--- config.mk ---
export PLATFORM = sky130hd
export DESIGN_NAME = tst_ctrl
export DESIGN_NICKNAME = d
export VERILOG_FILES = /design/src/design/tst_pkg.sv /design/src/design/tst_ctrl.sv
export SDC_FILE = /design/constraint.sdc
export NUM_CORES = 1
export LEC_CHECK = 0
export BUFFER_PORTS_ARGS = -buffer_cell sky130_fd_sc_hd__buf_2
export CORE_AREA = 2 2 39 41
export DETAILED_ROUTE_END_ITERATION = 10
export DIE_AREA = 0 0 41 43
export PLACE_DENSITY = 0.63
export SLEW_MARGIN = 0
export SYNTH_ARGS = -nofsm -noshare
export SYNTH_HDL_FRONTEND = slang
export SYNTH_SLANG_ARGS = --single-unit
--- constraint.sdc ---
create_clock -name clk -period 3.4 [get_ports clk]
set_input_delay 0.34 -clock clk [delete_from_list [all_inputs] [get_ports clk]]
set_output_delay 0.34 -clock clk [all_outputs]
set_load 0.02 [all_outputs]
--- src/design/tst_pkg.sv ---
// shared constants and types for the two-stage trie store
`timescale 1ns / 1ps
package tst_pkg;

	localparam int BLOCK_SHIFT  = 5;
	localparam int POOL_WORDS   = 65536;

	localparam int CP_W         = 21;
	localparam int VAL_W        = 32;
	localparam int BLOCK_WORDS  = 1 << BLOCK_SHIFT;
	localparam int CODE_SPAN    = 32'h0011_0000;
	localparam int STAGE1_DEPTH = CODE_SPAN >> BLOCK_SHIFT;
	localparam int S1_AW        = $clog2(STAGE1_DEPTH);
	localparam int SLOT_W       = CP_W - BLOCK_SHIFT;
	localparam int PW_AW        = $clog2(POOL_WORDS);
	localparam int NF_W         = PW_AW + 1;

	localparam logic [CP_W-1:0]  CODE_LIMIT = CP_W'(CODE_SPAN);
	localparam logic [VAL_W-1:0] FILL_WORD  = 32'hF000_0000;

	// source of the result word
	typedef enum logic [1:0] {
		RES_ZERO = 2'd0,
		RES_FILL = 2'd1,
		RES_FULL = 2'd2,
		RES_POOL = 2'd3
	} res_sel_t;

	// controller to datapath
	typedef struct packed {
		logic     clr_we;
		logic     acc;
		logic     s1_alloc;
		logic     pool_rd;
		logic     pool_wr;
		logic     fill_we;
		logic     res_we;
		res_sel_t res_sel;
		logic     out_load;
	} cmd_t;

	// datapath to controller
	typedef struct packed {
		logic act_write;
		logic in_range;
		logic start_zero;
		logic pool_avail;
		logic clr_last;
		logic fill_last;
	} sts_t;

endpackage

--- src/design/tst_ctrl.sv ---
// trie store controller state machine
`timescale 1ns / 1ps
module tst_ctrl (
	input  logic          clk,
	input  logic          arst_n,
	input  logic          req_valid,
	output logic          req_ready,
	output logic          rsp_valid,
	input  logic          rsp_ready,
	input  tst_pkg::sts_t sts,
	output tst_pkg::cmd_t cmd
);

	typedef enum logic [5:0] {
		ST_CLEAR = 6'b000001,
		ST_IDLE  = 6'b000010,
		ST_LOOK  = 6'b000100,
		ST_PREAD = 6'b001000,
		ST_FILL  = 6'b010000,
		ST_HOLD  = 6'b100000
	} state_t;

	state_t state_q;
	state_t state_d;
	logic   out_valid_q;
	logic   out_free;

	assign out_free  = !out_valid_q || rsp_ready;
	assign rsp_valid = out_valid_q;

	always_comb begin
		state_d     = state_q;
		cmd         = '0;
		cmd.res_sel = tst_pkg::RES_ZERO;
		req_ready   = 1'b0;
		case (state_q)
			ST_CLEAR: begin
				cmd.clr_we = 1'b1;
				if (sts.clr_last) begin
					state_d = ST_IDLE;
				end
			end
			ST_IDLE: begin
				req_ready = 1'b1;
				if (req_valid) begin
					cmd.acc = 1'b1;
					state_d = ST_LOOK;
				end
			end
			ST_LOOK: begin
				if (!sts.act_write) begin
					if (sts.in_range && !sts.start_zero) begin
						cmd.pool_rd = 1'b1;
						state_d     = ST_PREAD;
					end else begin
						cmd.res_we  = 1'b1;
						cmd.res_sel = tst_pkg::RES_FILL;
						state_d     = ST_HOLD;
					end
				end else if (!sts.in_range) begin
					cmd.res_we = 1'b1;
					state_d    = ST_HOLD;
				end else if (!sts.start_zero) begin
					cmd.pool_wr = 1'b1;
					cmd.res_we  = 1'b1;
					state_d     = ST_HOLD;
				end else if (sts.pool_avail) begin
					cmd.s1_alloc = 1'b1;
					state_d      = ST_FILL;
				end else begin
					cmd.res_we  = 1'b1;
					cmd.res_sel = tst_pkg::RES_FULL;
					state_d     = ST_HOLD;
				end
			end
			ST_PREAD: begin
				cmd.res_we  = 1'b1;
				cmd.res_sel = tst_pkg::RES_POOL;
				state_d     = ST_HOLD;
			end
			ST_FILL: begin
				cmd.fill_we = 1'b1;
				if (sts.fill_last) begin
					cmd.res_we = 1'b1;
					state_d    = ST_HOLD;
				end
			end
			ST_HOLD: begin
				if (out_free) begin
					cmd.out_load = 1'b1;
					req_ready    = 1'b1;
					if (req_valid) begin
						cmd.acc = 1'b1;
						state_d = ST_LOOK;
					end else begin
						state_d = ST_IDLE;
					end
				end
			end
			default: begin
				state_d = ST_IDLE;
			end
		endcase
	end

	always_ff @(posedge clk or negedge arst_n) begin
		if (!arst_n) begin
			state_q     <= ST_CLEAR;
			out_valid_q <= 1'b0;
		end else begin
			state_q <= state_d;
			if (cmd.out_load) begin
				out_valid_q <= 1'b1;
			end else if (rsp_ready) begin
				out_valid_q <= 1'b0;
			end
		end
	end

endmodule

# After elaboration in Yosys (flattened, before gate mapping)
# Index checks and enable logic that the tools add are counted.
# word_totals
reg_bits	7
word_cells	59
out_inout_bits	12
# classes
n_reduce_logical	6
n_eq_ne	10
mux	41
# op_table
cell	n
$mux 6	9
$pmux 6 s6	1
$mux 1	20
$mux 3	5
$ne 2x2->1 const B	4
$eq 6x1->1 const B	1
$eq 6x2->1 const B	1
$eq 6x3->1 const B	1
$eq 6x4->1 const B	1
$eq 6x5->1 const B	1
$eq 6x6->1 const B	1
$mux 2	2
$pmux 1 s2	2
$pmux 2 s2	1
$reduce_and 4->1	1
$pmux 1 s3	1
$logic_not 1->1	2
$reduce_bool 2->1	1
$logic_and 1x1->1	1
$logic_or 1x1->1	1

# Depth between registers and ports, before layout
# logic_depth
word_depth	5
mapped_depth	5
ltp_nobuf	5

# Worst setup path after synthesis
# OpenSTA, ideal clock, no wires.
# synth_path
path_type	flip-flop to output port
from	register state_q[2]
to	output port cmd[8] (netlist name)
required_time_ns	3.060
path_buffers	0
t_arrival_ns	1.490
path_slack_ns	1.570
path_stages_with_launch	4
path_cell_list	dfrtp_1 -> or4_4 -> a21oi_2 -> and2_1
# synth_rtl
item	line_no	text
from (decl)	tst_ctrl.sv:23	state_t state_q;
from (signal assigned)	tst_ctrl.sv:111	state_q <= state_d;
to (decl)	tst_ctrl.sv:11	output tst_pkg::cmd_t cmd

==> summary.txt <==
Status
  – Status: complete, no violations

Logic synthesis
  – Synth warn: 0
  – Syn Nets: between 60 and 70
  – Share of the synthesized area in the top cell type: 30.8%
  – Flops & latches, synth: 7
  – Synth top area cells: dfrtp_1 (31%), nor3b_1 (7.7%), dfstp_2 (5.4%)
  – Syn Std Cell Area: about 490 um2
  – Unique masters post-synth: 26
  – Yosys top cell by area: dfrtp_1
  – Mapped Cells: 58
  – Mean post-synth cell area: 8.39 um2
  – Sequential-to-total area share from yosys stat: a little over a third

Run
  – Maxcap violations: 0

Global route
  – Initial antenna violation count: 0
  – Met2 Track Usage GR: between 20% and 30%
  – Busiest grt layer: met2
  – First-pass GRT wire length: about 1800 um
  – Vias in the first global route: roughly 460
  – Gr ovfl total: 0
  – Met3 Resource Use GR: 4.71%
  – Largest net degree at the start of global routing: 9
  – Met1 Usage GRT: 15.7%
  – Total track usage: between 10% and 20%

Die
  – Die height: about 43 um
  – Die W: 41 um
  – Number of core rows: 14
  – Starting Density: approximately a third
  – Ports: 22
  – Core Box Area: approximately 1400 um2
  – Die area: about 1800 um2

Clock tree
  – TritonCTS clock tree: yes
  – CTS sink cnt: 7
  – Worst-Skew Late Latency: 260 ps
  – CTS max path bufs: 2
  – CTS H-tree lvls: 1
  – Setup Buffers After CTS: 0
  – Cts bufs inserted: 3
  – Clk slew on worst S/H paths: approximately 50 ps
  – Clock root cell: clkbuf_4

Route
  – Drt initial violations: 7
  – Drt drc: 0
  – Vias post-DR: approximately 510
  – Total wire length: roughly 1100 um
  – DRT Pass-1 Iters: 4
  – Routed length per instance: approximately 11 um
  – Via/cell ratio: around 5
  – DRT antenna net count: 0

Placement
  – Dpl cells: 95
  – Detail Placement HPWL: 909 um
  – Routability cong.: between 0.7 and 0.8
  – Port bufs: 21

STA
  – Post-route clock period utilization: between 60% and 70%
  – RSZ-0062 raised after global routing: no
  – Hold_ws: about 310 ps
  – Final hold vios: 0
  – Fmax: 0.477 GHz
  – Fin crit period: approximately 2100 ps
  – Setup-failing EPs final: 0
  – Pins Over Slew Limit: 0
  – Clock skew: ~3.8 ps
  – Worst slew pin tran: between 500 and 600 ps
  – Final TNS setup: 0 ps
  – Worst rel slew slack: 65.5%

Setup path
  – Startpoint Class: register
  – Critical Path AT: 1760 ps
  – CP Capture Type: output pin
  – Worst Path Class, Setup: reg2out
  – CP Data Required Time: just over 3000 ps
  – Worst Path Max Fanout: 7

Min path
  – Hold Path Class: in2reg

Finish
  – Most frequent cells in the layout: buf_2 (21), dfrtp_1 (6), nor2_1 (5), nor3b_1 (5)
  – Ant diodes: 0
  – Layout cell share with drive strength beyond 1: between 30% and 40%
  – Fin cells: 100
  – Commonest non-fill, non-tap cell in the layout: buf_2
  – Layout area overhead: 33.2%
  – Final #Nets: 95

Power
  – Lkg Pwr: roughly 0.32 nW
  – VDD IR max: 207 uV
  – Pwr dens: between 500 and 600 nW/um2
## stage by stage
step                      worst slack [ps]  area [um2]  utilization (%)  power [mW]
after floorplan                       1570         487                -       0.225
after global placement                1630         612             44.2       0.267
after detailed placement              1590         612             44.2       0.269
after CTS                             1300         648             46.8       0.351
after global routing                  1150         648             46.8       0.376
final                                 1300         648             46.8       0.346
## timing repair
action,CTS,global route
endpoints found under the hold margin,6,0
resized for setup,0,0
hold buffers,1,0
## cell type report
class	instances	area (um2)
Timing Repair Buffer	22	115
Inverter	1	3.75
Clock buffer	4	26.3
Tap cell	16	20.0
Fill cell	148	736
Multi-Input combinational cell	50	307
Sequential cell	7	176
## synthesized netlist by cell type
cell      n
nor3b_1   5
o311ai_0  1
and3_1    1
inv_1     1
nor2_1    5
nand2_1   4
nand3_1   4
o22ai_1   1
o21ai_0   4
nand4b_1  2
dfstp_2   1
dfrtp_1   6
nor2b_1   3
a21o_1    1
a21oi_1   2
o21ai_1   1
or2b_1    2
nand2b_1  3
and2_1    3
or4_4     1
nor3_1    1
o31ai_1   1
nor4_1    1
or2_1     1
a21oi_2   2
and3b_1   1
## power breakdown
part	internal (mW)	switching, mW	total, mW
combinational	0.0674	0.0848	0.152
clock	0.0450	0.0336	0.0786
sequential	0.0971	0.0180	0.115
total	0.210	0.136	0.346
## routing by layer
layer  wire, um  share of wire, %
met4         29               2.7
met3         76               7.0
met5          0                 0
met1        444                41
met2        535                49
## worst paths after layout
kind | startpoint | endpoint | slack [ps] | cells after the start
min in group asynchronous | arst_n | state_q[4]$_DFFE_PN0P_ | 440 | 2
worst min register to register | rsp_valid$_DFFE_PN0P_ | rsp_valid$_DFFE_PN0P_ | 540 | 2
worst max-delay path | state_q[1]$_DFFE_PN0P_ | cmd[2] | 1300 | 5
max in group asynchronous | arst_n | state_q[0]$_DFFE_PN1P_ | 2720 | 2
worst max register to register | state_q[2]$_DFFE_PN0P_ | state_q[1]$_DFFE_PN0P_ | 1960 | 4
worst min-delay path | sts[0] | state_q[4]$_DFFE_PN0P_ | 310 | 2
## flip-flops by register name, indices dropped and copies added (netlist names)
name,count
state_q,6
rsp_valid,1
## cells by family after synthesis
| kind of cell | Yosys count | synth area share (%) |
|---|---|---|
| buffers and inverters | 1 | 0.770 |
| flip-flops | 7 | 36.2 |
| AO/OA/AOI/OAI | 13 | 17.0 |
| AND/OR/NAND/NOR | 37 | 46.0 |
## critical path: stages, from the launching register on
cell	delay [ps]
dfrtp_1	420
nor2_1	180
nand4b_1	240
or2_1	330
o21ai_1	150
buf_2	180
Note: power is estimated with default switching activity, not from simulation.
